File: src/hw/rtl/lcsd_pkg.sv
// ----------------------------------------------------------------------------
// lcsd_pkg
// Shared types and constants for the lidar corner spike detector.
// ----------------------------------------------------------------------------
package lcsd_pkg;

   localparam int SAMPLE_BITS_DEF = 16;
   localparam int DATA_W          = 16;   // width of filtered result fields
   localparam int CALC_W          = 18;   // signed width for difference and range compares
   localparam int HIST_DEPTH      = 3;
   localparam int THR_W           = 10;
   localparam int PERSIST_W       = 8;
   localparam int CSR_ADDR_W      = 2;
   localparam int CSR_DATA_W      = 10;

   localparam logic [THR_W-1:0]     THRESHOLD_RST = 10'd100;
   localparam logic [PERSIST_W-1:0] PERSIST_RST   = 8'd5;
   localparam logic [THR_W-1:0]     VALID_MIN_RST = 10'd2;
   localparam logic [THR_W-1:0]     VALID_MAX_RST = 10'd600;

   localparam logic [1:0] FILL_FULL = 2'd3;
   localparam logic [1:0] SLOT_LAST = 2'd2;

   typedef enum logic [CSR_ADDR_W-1:0] {
      CSR_JUMP_LIMIT      = 2'd0,
      CSR_PERSIST_COUNT   = 2'd1,
      CSR_VALID_MIN       = 2'd2,
      CSR_VALID_MAX       = 2'd3
   } csr_index_type;

   typedef enum logic [1:0] {
      DIR_NONE  = 2'd0,
      DIR_LEFT  = 2'd1,
      DIR_RIGHT = 2'd2
   } dir_type;

   typedef struct packed {
      logic [THR_W-1:0]     jump_limit;
      logic [PERSIST_W-1:0] persist_count;
      logic [THR_W-1:0]     valid_min;
      logic [THR_W-1:0]     valid_max;
   } cfg_type;

   typedef struct packed {
      logic turn_detected;
      logic turn_left;
      logic layout_locked;
      logic locked_left;
   } flags_type;

endpackage

File: src/hw/rtl/lcsd_median.sv
// ----------------------------------------------------------------------------
// lcsd_median
// Median-of-three filter for one channel; first three samples pass through.
// ----------------------------------------------------------------------------
module lcsd_median #(
   parameter int SAMPLE_BITS = lcsd_pkg::SAMPLE_BITS_DEF
) (
   input  logic                          clock,
   input  logic                          reset,
   input  logic                          step,
   input  logic signed [SAMPLE_BITS-1:0] sample,
   output logic signed [SAMPLE_BITS-1:0] filtered
);

   logic signed [SAMPLE_BITS-1:0] hist_ff [lcsd_pkg::HIST_DEPTH];
   logic signed [SAMPLE_BITS-1:0] hist_in [lcsd_pkg::HIST_DEPTH];
   logic [1:0] fill_ff, fill_in;
   logic [1:0] slot_ff, slot_in;
   logic signed [SAMPLE_BITS-1:0] lo_ab, hi_ab, hi_c, med;

   always_comb begin
      hist_in = hist_ff;
      hist_in[slot_ff] = sample;
      slot_in = (slot_ff == lcsd_pkg::SLOT_LAST) ? 2'd0 : slot_ff + 2'd1;
      fill_in = (fill_ff == lcsd_pkg::FILL_FULL) ? fill_ff : fill_ff + 2'd1;
   end

   // median = max(min(a,b), min(max(a,b),c))
   always_comb begin
      lo_ab = (hist_in[0] < hist_in[1]) ? hist_in[0] : hist_in[1];
      hi_ab = (hist_in[0] < hist_in[1]) ? hist_in[1] : hist_in[0];
      hi_c  = (hi_ab < hist_in[2]) ? hi_ab : hist_in[2];
      med   = (lo_ab < hi_c) ? hi_c : lo_ab;
   end

   assign filtered = (fill_ff == lcsd_pkg::FILL_FULL) ? med : sample;

   always_ff @(posedge clock) begin
      if (reset) begin
         fill_ff <= 2'd0;
         slot_ff <= 2'd0;
      end else if (step) begin
         fill_ff <= fill_in;
         slot_ff <= slot_in;
      end
   end

   always_ff @(posedge clock) begin
      if (step) begin
         hist_ff <= hist_in;
      end
   end

endmodule

File: src/hw/rtl/lcsd_corner.sv
// ----------------------------------------------------------------------------
// lcsd_corner
// Spike streak tracking, corner confirmation and direction lock.
// ----------------------------------------------------------------------------
module lcsd_corner #(
   parameter int SAMPLE_BITS = lcsd_pkg::SAMPLE_BITS_DEF
) (
   input  logic                          clock,
   input  logic                          reset,
   input  logic                          step,
   input  logic signed [SAMPLE_BITS-1:0] fl,
   input  logic signed [SAMPLE_BITS-1:0] fr,
   input  logic                          check_enabled,
   input  logic                          cooldown_active,
   input  lcsd_pkg::cfg_type             cfg,
   output lcsd_pkg::flags_type           flags
);

   logic [lcsd_pkg::PERSIST_W-1:0] streak_ff, streak_in, streak_inc;
   lcsd_pkg::dir_type              dir_ff, dir_in, dir_new;
   logic                           turned_ff, turned_in;
   logic                           lock_left_ff, lock_left_in;

   logic signed [lcsd_pkg::CALC_W-1:0] l_ext, r_ext, diff, thr, vmin, vmax;
   logic in_range, sl, sr, detected;

   always_comb begin
      l_ext = lcsd_pkg::CALC_W'(fl);
      r_ext = lcsd_pkg::CALC_W'(fr);
      diff  = l_ext - r_ext;
      thr   = signed'(lcsd_pkg::CALC_W'(cfg.jump_limit));
      vmin  = signed'(lcsd_pkg::CALC_W'(cfg.valid_min));
      vmax  = signed'(lcsd_pkg::CALC_W'(cfg.valid_max));
      in_range = (l_ext >= vmin) && (l_ext <= vmax) && (r_ext >= vmin) && (r_ext <= vmax);
      sl = (diff > thr)  && !(turned_ff && !lock_left_ff);
      sr = (diff < -thr) && !(turned_ff && lock_left_ff);
      dir_new = sl ? lcsd_pkg::DIR_LEFT : lcsd_pkg::DIR_RIGHT;
      // a direction change restarts the streak
      streak_inc = ((dir_new != dir_ff) ? '0 : streak_ff) + lcsd_pkg::PERSIST_W'(1);
   end

   always_comb begin
      streak_in    = streak_ff;
      dir_in       = dir_ff;
      turned_in    = turned_ff;
      lock_left_in = lock_left_ff;
      detected     = 1'b0;
      if (check_enabled) begin
         if (cooldown_active || !in_range || (!sl && !sr)) begin
            streak_in = '0;
         end else begin
            dir_in = dir_new;
            if (streak_inc >= cfg.persist_count) begin
               streak_in = '0;
               detected  = 1'b1;
               if (!turned_ff) begin
                  turned_in    = 1'b1;
                  lock_left_in = sl;
               end
            end else begin
               streak_in = streak_inc;
            end
         end
      end
      flags.turn_detected = detected;
      flags.turn_left     = detected && sl;
      flags.layout_locked = turned_in;
      flags.locked_left   = lock_left_in;
   end

   always_ff @(posedge clock) begin
      if (reset) begin
         streak_ff    <= '0;
         dir_ff       <= lcsd_pkg::DIR_NONE;
         turned_ff    <= 1'b0;
         lock_left_ff <= 1'b0;
      end else if (step) begin
         streak_ff    <= streak_in;
         dir_ff       <= dir_in;
         turned_ff    <= turned_in;
         lock_left_ff <= lock_left_in;
      end
   end

endmodule

File: src/hw/rtl/lidar_corner_spike_detector.sv
// ----------------------------------------------------------------------------
// lidar_corner_spike_detector
// Path: input register, then result register once it is free or being read.
// Throughput: one request per cycle while responses are taken; the filter and
// streak state update in the single compute stage between the two registers,
// so items follow back to back.
// Reset: synchronous; config returns to 100/5/2/600, filters and streak clear.
// ----------------------------------------------------------------------------
module lidar_corner_spike_detector #(
   parameter int SAMPLE_BITS = lcsd_pkg::SAMPLE_BITS_DEF
) (
   input  logic                              clock,
   input  logic                              reset,
   input  logic                              req_tvalid,
   output logic                              req_tready,
   input  logic [31:0]                       req_tdata,  // raw_left, raw_right
   input  logic [1:0]                        req_tuser,  // check_enabled, cooldown_active
   output logic                              rsp_tvalid,
   input  logic                              rsp_tready,
   output logic [31:0]                       rsp_tdata,  // filtered_left, filtered_right
   output logic [3:0]                        rsp_tuser,  // turn_detected, turn_left,
                                                         // layout_locked, locked_left
   input  logic                              csr_wen,
   input  logic [lcsd_pkg::CSR_ADDR_W-1:0]   csr_addr,
   input  logic [lcsd_pkg::CSR_DATA_W-1:0]   csr_wdata
);

   lcsd_pkg::cfg_type cfg_ff;

   logic                          in_vld_ff;
   logic signed [SAMPLE_BITS-1:0] in_left_ff, in_right_ff;
   logic                          in_check_ff, in_cool_ff;
   logic                          out_vld_ff;
   logic signed [lcsd_pkg::DATA_W-1:0] out_left_ff, out_right_ff;
   lcsd_pkg::flags_type           out_flags_ff;

   logic                          advance;
   logic signed [SAMPLE_BITS-1:0] fl, fr;
   lcsd_pkg::flags_type           flags;

   always_ff @(posedge clock) begin
      if (reset) begin
         cfg_ff.jump_limit    <= lcsd_pkg::THRESHOLD_RST;
         cfg_ff.persist_count <= lcsd_pkg::PERSIST_RST;
         cfg_ff.valid_min     <= lcsd_pkg::VALID_MIN_RST;
         cfg_ff.valid_max     <= lcsd_pkg::VALID_MAX_RST;
      end else if (csr_wen) begin
         unique case (lcsd_pkg::csr_index_type'(csr_addr))
            lcsd_pkg::CSR_JUMP_LIMIT:      cfg_ff.jump_limit <= csr_wdata;
            lcsd_pkg::CSR_PERSIST_COUNT:
               cfg_ff.persist_count <= csr_wdata[lcsd_pkg::PERSIST_W-1:0];
            lcsd_pkg::CSR_VALID_MIN:       cfg_ff.valid_min <= csr_wdata;
            lcsd_pkg::CSR_VALID_MAX:       cfg_ff.valid_max <= csr_wdata;
            default: ;
         endcase
      end
   end

   assign advance    = in_vld_ff && (!out_vld_ff || rsp_tready);
   assign req_tready = !in_vld_ff || advance;

   always_ff @(posedge clock) begin
      if (reset) begin
         in_vld_ff  <= 1'b0;
         out_vld_ff <= 1'b0;
      end else begin
         if (req_tready) begin
            in_vld_ff <= req_tvalid;
         end
         if (advance) begin
            out_vld_ff <= 1'b1;
         end else if (rsp_tready) begin
            out_vld_ff <= 1'b0;
         end
      end
   end

   always_ff @(posedge clock) begin
      if (req_tready && req_tvalid) begin
         in_left_ff  <= req_tdata[SAMPLE_BITS-1:0];
         in_right_ff <= req_tdata[16 +: SAMPLE_BITS];
         in_check_ff <= req_tuser[0];
         in_cool_ff  <= req_tuser[1];
      end
      if (advance) begin
         out_left_ff  <= lcsd_pkg::DATA_W'(fl);
         out_right_ff <= lcsd_pkg::DATA_W'(fr);
         out_flags_ff <= flags;
      end
   end

   lcsd_median #(.SAMPLE_BITS(SAMPLE_BITS)) u_med_left (
      .clock    (clock),
      .reset    (reset),
      .step     (advance),
      .sample   (in_left_ff),
      .filtered (fl)
   );

   lcsd_median #(.SAMPLE_BITS(SAMPLE_BITS)) u_med_right (
      .clock    (clock),
      .reset    (reset),
      .step     (advance),
      .sample   (in_right_ff),
      .filtered (fr)
   );

   lcsd_corner #(.SAMPLE_BITS(SAMPLE_BITS)) u_corner (
      .clock           (clock),
      .reset           (reset),
      .step            (advance),
      .fl              (fl),
      .fr              (fr),
      .check_enabled   (in_check_ff),
      .cooldown_active (in_cool_ff),
      .cfg             (cfg_ff),
      .flags           (flags)
   );

   assign rsp_tvalid = out_vld_ff;
   assign rsp_tdata  = {out_right_ff, out_left_ff};
   assign rsp_tuser  = {out_flags_ff.locked_left, out_flags_ff.layout_locked,
                        out_flags_ff.turn_left, out_flags_ff.turn_detected};

   // a confirmed turn always leaves the layout locked
   a_detect_locks: assert property (@(posedge clock) disable iff (reset)
      advance && flags.turn_detected |-> flags.layout_locked)
      else $error("turn confirmed without layout lock");

   // once locked, the lock never drops until reset
   a_lock_sticky: assert property (@(posedge clock) disable iff (reset)
      advance && flags.layout_locked |=> flags.layout_locked)
      else $error("layout lock dropped");

   // a turn direction is only reported with a detected turn
   a_left_needs_turn: assert property (@(posedge clock) disable iff (reset)
      rsp_tvalid && out_flags_ff.turn_left |-> out_flags_ff.turn_detected)
      else $error("turn_left without turn_detected");

endmodule

File: config.mk
export PLATFORM = sky130hd
export DESIGN_NAME = lidar_corner_spike_detector
export DESIGN_NICKNAME = d
export VERILOG_FILES = /design/src/hw/rtl/lcsd_pkg.sv /design/src/hw/rtl/lcsd_median.sv /design/src/hw/rtl/lcsd_corner.sv /design/src/hw/rtl/lidar_corner_spike_detector.sv
export SDC_FILE = /design/constraint.sdc
export NUM_CORES = 1
export LEC_CHECK = 0
export BUFFER_PORTS_ARGS = -buffer_cell sky130_fd_sc_hd__buf_2
export CAP_MARGIN = 20
export CORE_MARGIN = 4
export CORE_UTILIZATION = 40
export CTS_CLUSTER_SIZE = 28
export DETAILED_ROUTE_END_ITERATION = 8
export GPL_TIMING_DRIVEN = 0
export HOLD_SLACK_MARGIN = 0.08
export PLACE_DENSITY = 0.52
export SYNTH_ARGS = -nofsm -noshare
export SYNTH_HDL_FRONTEND = slang
export SYNTH_SLANG_ARGS = --single-unit
export TNS_END_PERCENT = 20
File: constraint.sdc
create_clock -name clock -period 16.25 [get_ports clock]
set_input_delay 0 -clock clock [delete_from_list [all_inputs] [get_ports clock]]
set_output_delay 0 -clock clock [all_outputs]
set_load 0.02 [all_outputs]
# Word level (Yosys, flattened, before mapping)

Index checks and enable logic that the tools add are counted.

Muxes and demuxes: 34
Order comparisons: 17
Bitwise logic cells: 5
Eq/ne operators: 8
Reduce and logical (&&, ||, !) cells: 35
Add/sub/neg operators: 7

Operators by type and width:

| cell                                                                 | count |
|---|---|
| 16-bit 2-to-1 mux                                                    | 12 |
| 48-bit bitwise mux                                                   | 2 |
| 16-bit < comparator                                                  | 6 |
| 16-bit demux with 2-bit select                                       | 2 |
| 16-bit by 11-bit >= comparator with 1-bit output                     | 2 |
| 16-bit by 11-bit less-or-equal comparator with 1-bit output          | 2 |
| 8-bit 2-to-1 mux                                                     | 3 |
| 18-bit by 11-bit greater-than comparator with 1-bit output           | 1 |
| 18-bit < comparator                                                  | 1 |
| 10-bit negation with 18-bit output                                   | 1 |
| 16-bit by 16-bit subtractor with 17-bit output                       | 1 |
| 2-bit AND reduction                                                  | 7 |
| 1-bit logical AND                                                    | 13 |
| 2-bit equality test, second input constant                           | 6 |
| 1-bit 2-to-1 mux                                                     | 12 |
| 2-bit by 1-bit adder with 2-bit output, second input constant        | 4 |
| 8-bit by 1-bit adder with 8-bit output, second input constant        | 1 |
| 8-bit >= comparator                                                  | 1 |
| 1-bit zero test                                                      | 8 |
| 3-bit >= comparator, second input constant                           | 2 |
| 3-bit by 1-bit < comparator with 1-bit output, second input constant | 2 |
| 2-bit 2-to-1 mux                                                     | 3 |
| 2-bit inverter with 3-bit output                                     | 2 |
| 1-bit logical OR                                                     | 4 |
| 6 further kinds                                                      | 8 |

Register bits after elaboration: 226

# Longest topological paths before layout

Depth after elaboration: 25
Depth in mapped cells: 72
Gate-level depth less buffers: 66

# Modules after synthesis

From an unflattened synthesis, not the netlist that was laid out.

Cell total of the unflattened synthesis: 1,677
Area, all modules: 17,037.6 um2

Modules (own cells, without submodules):

| module                      | times used | area an instance (um2) | cells an instance |
|---|---|---|---|
| lcsd_median (u_med_left)    | 1          | 4,903.5                | 495 |
| lcsd_median (u_med_right)   | 1          | 4,704.5                | 463 |
| lidar_corner_spike_detector | 1          | 3,732.3                | 228 |
| lcsd_corner                 | 1          | 3,697.3                | 491 |

# Worst setup path before layout

Ideal clock, no wire load.

Path type: reg2reg
Start point: reg u_med_right.slot_ff[1]
End point: reg out_flags_ff (netlist bit rsp_tuser[3]) (data pin)
Path buffers: 8
Data required time: 15,988 ps
Library setup time: 262 ps
Setup slack: 1,477 ps
Cell stages (with the launch flop): 71
Data arrival time: 14,511 ps
Period minus slack after synthesis: 14,773 ps
Path through: dfxtp_1 clkbuf_1 nor2_2 clkbuf_1 mux2i_1 inv_1 ha_1 a21oi_1 o21ai_0 a221oi_1 clkbuf_1 xnor2_1 o21ai_1 buf_2 buf_2 buf_1 mux2i_1 ha_1 [35 not listed] a221o_1 nor2_1 a21oi_1 nor2b_1 ha_1 xnor2_1 ha_1 nor2b_1 o21ai_0 nand2b_1 a21oi_1 nor2b_1 o21ai_0 nand2b_1 a21oi_1 nor2_1 nand2_1 mux2_1

RTL lines:

| element                | line                              | RTL |
|---|---|---|
| start, declared        | lcsd_median.sv:18                 | `logic [1:0] slot_ff, slot_in;` |
| start signal, assigned | lcsd_median.sv:44                 | `slot_ff <= slot_in;` |
| end signal, assigned   | lidar_corner_spike_detector.sv:88 | `out_flags_ff <= flags;` |
| end, declared          | lidar_corner_spike_detector.sv:35 | `lcsd_pkg::flags_type out_flags_ff;` |

==> results_dict.tcl <==
set metrics [dict create \
    start_util 0.4058 \
    synth-edff-count 166 \
    yosys_warnings 0 \
    max_cap_violations 0 \
    area_growth_pct 19.20 \
    status "complete, no violations" \
    top_usage_layer "met2" \
    place.gp.congestion 0.8768 \
    fmax_ghz 0.06614 \
    h-tree-depth 1 \
    seq_power_share 0.312 \
    yosysSeqAreaShare 0.3819 \
    viasPerCell 5.329 \
    synthTopCellsByArea "edfxtp_1 (31%), ha_1 (14%), mux2i_1 (11%)" \
    synthDistinctLibCells 89 \
    p_leak_nw 8.547 \
    n_fill_cell 3737 \
    setup_violations 0 \
    drt_iter0_markers 817 \
    dr_total_vias 12840 \
    power_w 0.002147 \
    dpl.hpwl_mm 34.66 \
    cp.arrival_ns 15.42 \
    ys.flop_type "edfxtp_1" \
    pwr-share-clk 0.303 \
    overflow 0 \
    p_comb_frac 0.386 \
    fin_nets 2094 \
    drt-wirelength-per-cell_um 19.34 \
    antenna_found_initial 0 \
    period_share 0.9304 \
    grt_pass1_vias 12680 \
    switching_share 0.3622 \
    crit_path_start_kind "flip-flop" \
    cts_tree "yes" \
    clk_pin_slew_ns 0.06 \
    route.detailed.drc 0 \
    critPathKind "flip-flop to flip-flop" \
    cts-root-buf "clkbuf_16" \
    grt_use_total 0.2059 \
    p_per_area_nw_per_um2 111.2 \
    clock-sinks 226 \
    cp_slowest_cell "fa_1" \
    holdCritPathClass "primary input to flip-flop" \
    drt_wl_total_mm 46.58 \
    grt_max_degree 92 \
    tns_ns 0 \
    rsz0062_at_grt "false" \
    p_sw_w 0.0007775 \
    synth_fp_nets 1901 \
    globalRouteMet2Util 0.3291 \
    netlist_area_um2 16200 \
    slew_viol_final 0 \
    cp-end-kind "flip-flop" \
    clkLatencyLatePin_ns 0.57 \
    slowest_delay_ns 0.50 \
    worst_pin_slew_ns 0.9796 \
    cts_buffers 29 \
    grt_pass1_wl_mm 71.90 \
    die_h_um 209.2 \
    clock_path_buffers 3 \
    use_met3 0.02402 \
    fin_crit_ns 15.12 \
    num_rows 73 \
    crit_fanout 10 \
    synth_area_per_cell_um2 9.710 \
    ir_worst_vdd_uv 86.42 \
    finalClockSkew_ns 0.01618 \
    fp.dieW_um 209.2 \
    ant_nets 0 \
    ys_ff_latch 226 \
    core_um2 39910 \
    worstPathRequired_ns 16.55 \
    drive_above_1_share 0.1386 \
    synth_top_cell_area_share 0.3078 \
    io_buffers 87 \
    p_int_w 0.001369 \
    use_met1 0.2963 \
    die_area_um2 43780 \
    io-pin-count 89 \
    async_flop_share 0 \
    dr.pass1.iters 7 \
    syn_inst 1668 \
    hold_violations 0 \
    slew_headroom 0.3469 \
    synth_area_leader_cell "edfxtp_1" \
]
==> power by group through the flow <==
stage / clock, W / combinational, W / sequential, W
6_report: 0.000649 / 0.000828 / 0.000670
5_1_grt: 0.000695 / 0.000916 / 0.000672
4_1_cts: 0.000668 / 0.000796 / 0.000669
3_5_place_dp: 0 / 0.000757 / 0.000681
3_3_place_gp: 0 / 0.000746 / 0.000685
2_1_floorplan: 0 / 0.000558 / 0.000682
==> path summary, 6_finish.rpt <==
check / from / end / slack [ns] / depth (start not counted)
worst min-delay path: req_tdata[3] / in_left_ff[3] / 0.14 / 2
worst min register to register: cfg_ff[18] / cfg_ff[18] / 0.45 / 2
worst max register to register: u_med_right.slot_ff[1] / rsp_tuser[3] / 1.13 / 70
worst max-delay path: u_med_right.slot_ff[1] / rsp_tuser[3] / 1.13 / 70
==> kinds of logic (layout without fill, tap and decap cells) <==
kind of cell,count (synthesis),count (layout),synth area share
adders and majority gates,182,182,0.1411
other,0,1,0
xor gates and xnor gates,29,29,0.01568
AOI/OAI and AO/OA,358,358,0.1475
buffers and inverters,229,444,0.05547
DFF,226,226,0.3819
and+or+nand+nor,443,443,0.1326
muxes,201,201,0.1257
==> layer usage <==
metal	vias up	part of all wire
li1	6449	-
met1	6087	0.49
met2	234	0.45
met3	68	0.037
met4	0	0.027
met5	-	0
==> worst max-delay path, delay by kind of cell (launching register included) <==
family                   cells  cell delay [ns]
AO/OA/AOI/OAI               31             6.47
XOR/XNOR                     3             0.53
adder cells (fa/ha/maj)      7             2.13
buffers and inverters       11             2.59
flip-flops                   1             0.35
multiplexers                 4             1.06
AND/OR/NAND/NOR             14             1.68
==> cells in the mapped netlist (26+ instances only) <==
| cell type | instances |
|---|---|
| mux2i_1 | 182 |
| nor2_1 | 119 |
| nand2_1 | 147 |
| a21o_1 | 29 |
| dfxtp_1 | 60 |
| edfxtp_1 | 166 |
| ha_1 | 181 |
| inv_1 | 174 |
| a21oi_1 | 123 |
| clkbuf_1 | 33 |
| nor2b_1 | 26 |
| o21ai_0 | 57 |
==> flip-flops by register name, indices dropped and copies added, names as in the netlist, 2 cells and up <==
name,count
u_med_right.fill_ff,2
in_right_ff,16
u_med_left.slot_ff,2
cfg_ff,38
u_med_left.fill_ff,2
in_left_ff,16
out_left_ff,16
rsp_tuser,4
u_corner.dir_ff,2
u_med_left.hist_ff,48
u_med_right.hist_ff,48
u_corner.streak_ff,8
u_med_right.slot_ff,2
out_right_ff,16
==> stage by stage <==
step | util | setup slack, ns | area (µm²) | std cells | hold WS, ns
after global routing | 0.4836 | 0.008001 | 19300 | 2408 | 0.1347
after CTS | 0.4777 | 0.02601 | 19070 | 2396 | 0.1091
final | 0.4837 | 1.131 | 19310 | 2409 | 0.1376
after floorplan | - | 1.477 | 16200 | 1668 | 0.09887
after detailed placement | 0.4346 | -3.619 | 17350 | 2283 | 0.1781
after global placement | 0.4332 | -3.578 | 17290 | 2280 | 0.1760
==> layout make-up <==
class                           count  area [µm²]  area share
Antenna cell                        1       2.502   0.0001296
Buffer                             53       285.3     0.01478
Clock buffer                       36       782.0     0.04051
Clock inverter                     17       170.2    0.008814
Inverter                          175       661.9     0.03428
Multi-Input combinational cell   1213        9378      0.4857
Sequential cell                   226        6186      0.3204
Tap cell                          525       656.9     0.03402
Timing Repair Buffer              163        1184     0.06131
==> cells in the final DEF (no fill, tap or decap), types with 53 or more instances in the layout <==
cell type,instances
o21ai_0,53
nor2_1,119
edfxtp_1,166
dlygate4sd3_1,59
ha_1,181
nand2_1,147
buf_2,92
mux2i_1,176
a21oi_1,113
dfxtp_1,60
inv_1,174
==> repair_timing <==
action                                 in CTS  in global routing
setup buffers                               2                 12
hold buffers                               59                  0
pin swaps                                   1                 11
endpoints found under the hold margin      87                  0
resized for setup                          48                 46
setup endpoints to repair                  16                 14
Note: power is estimated with default switching activity, not from simulation.
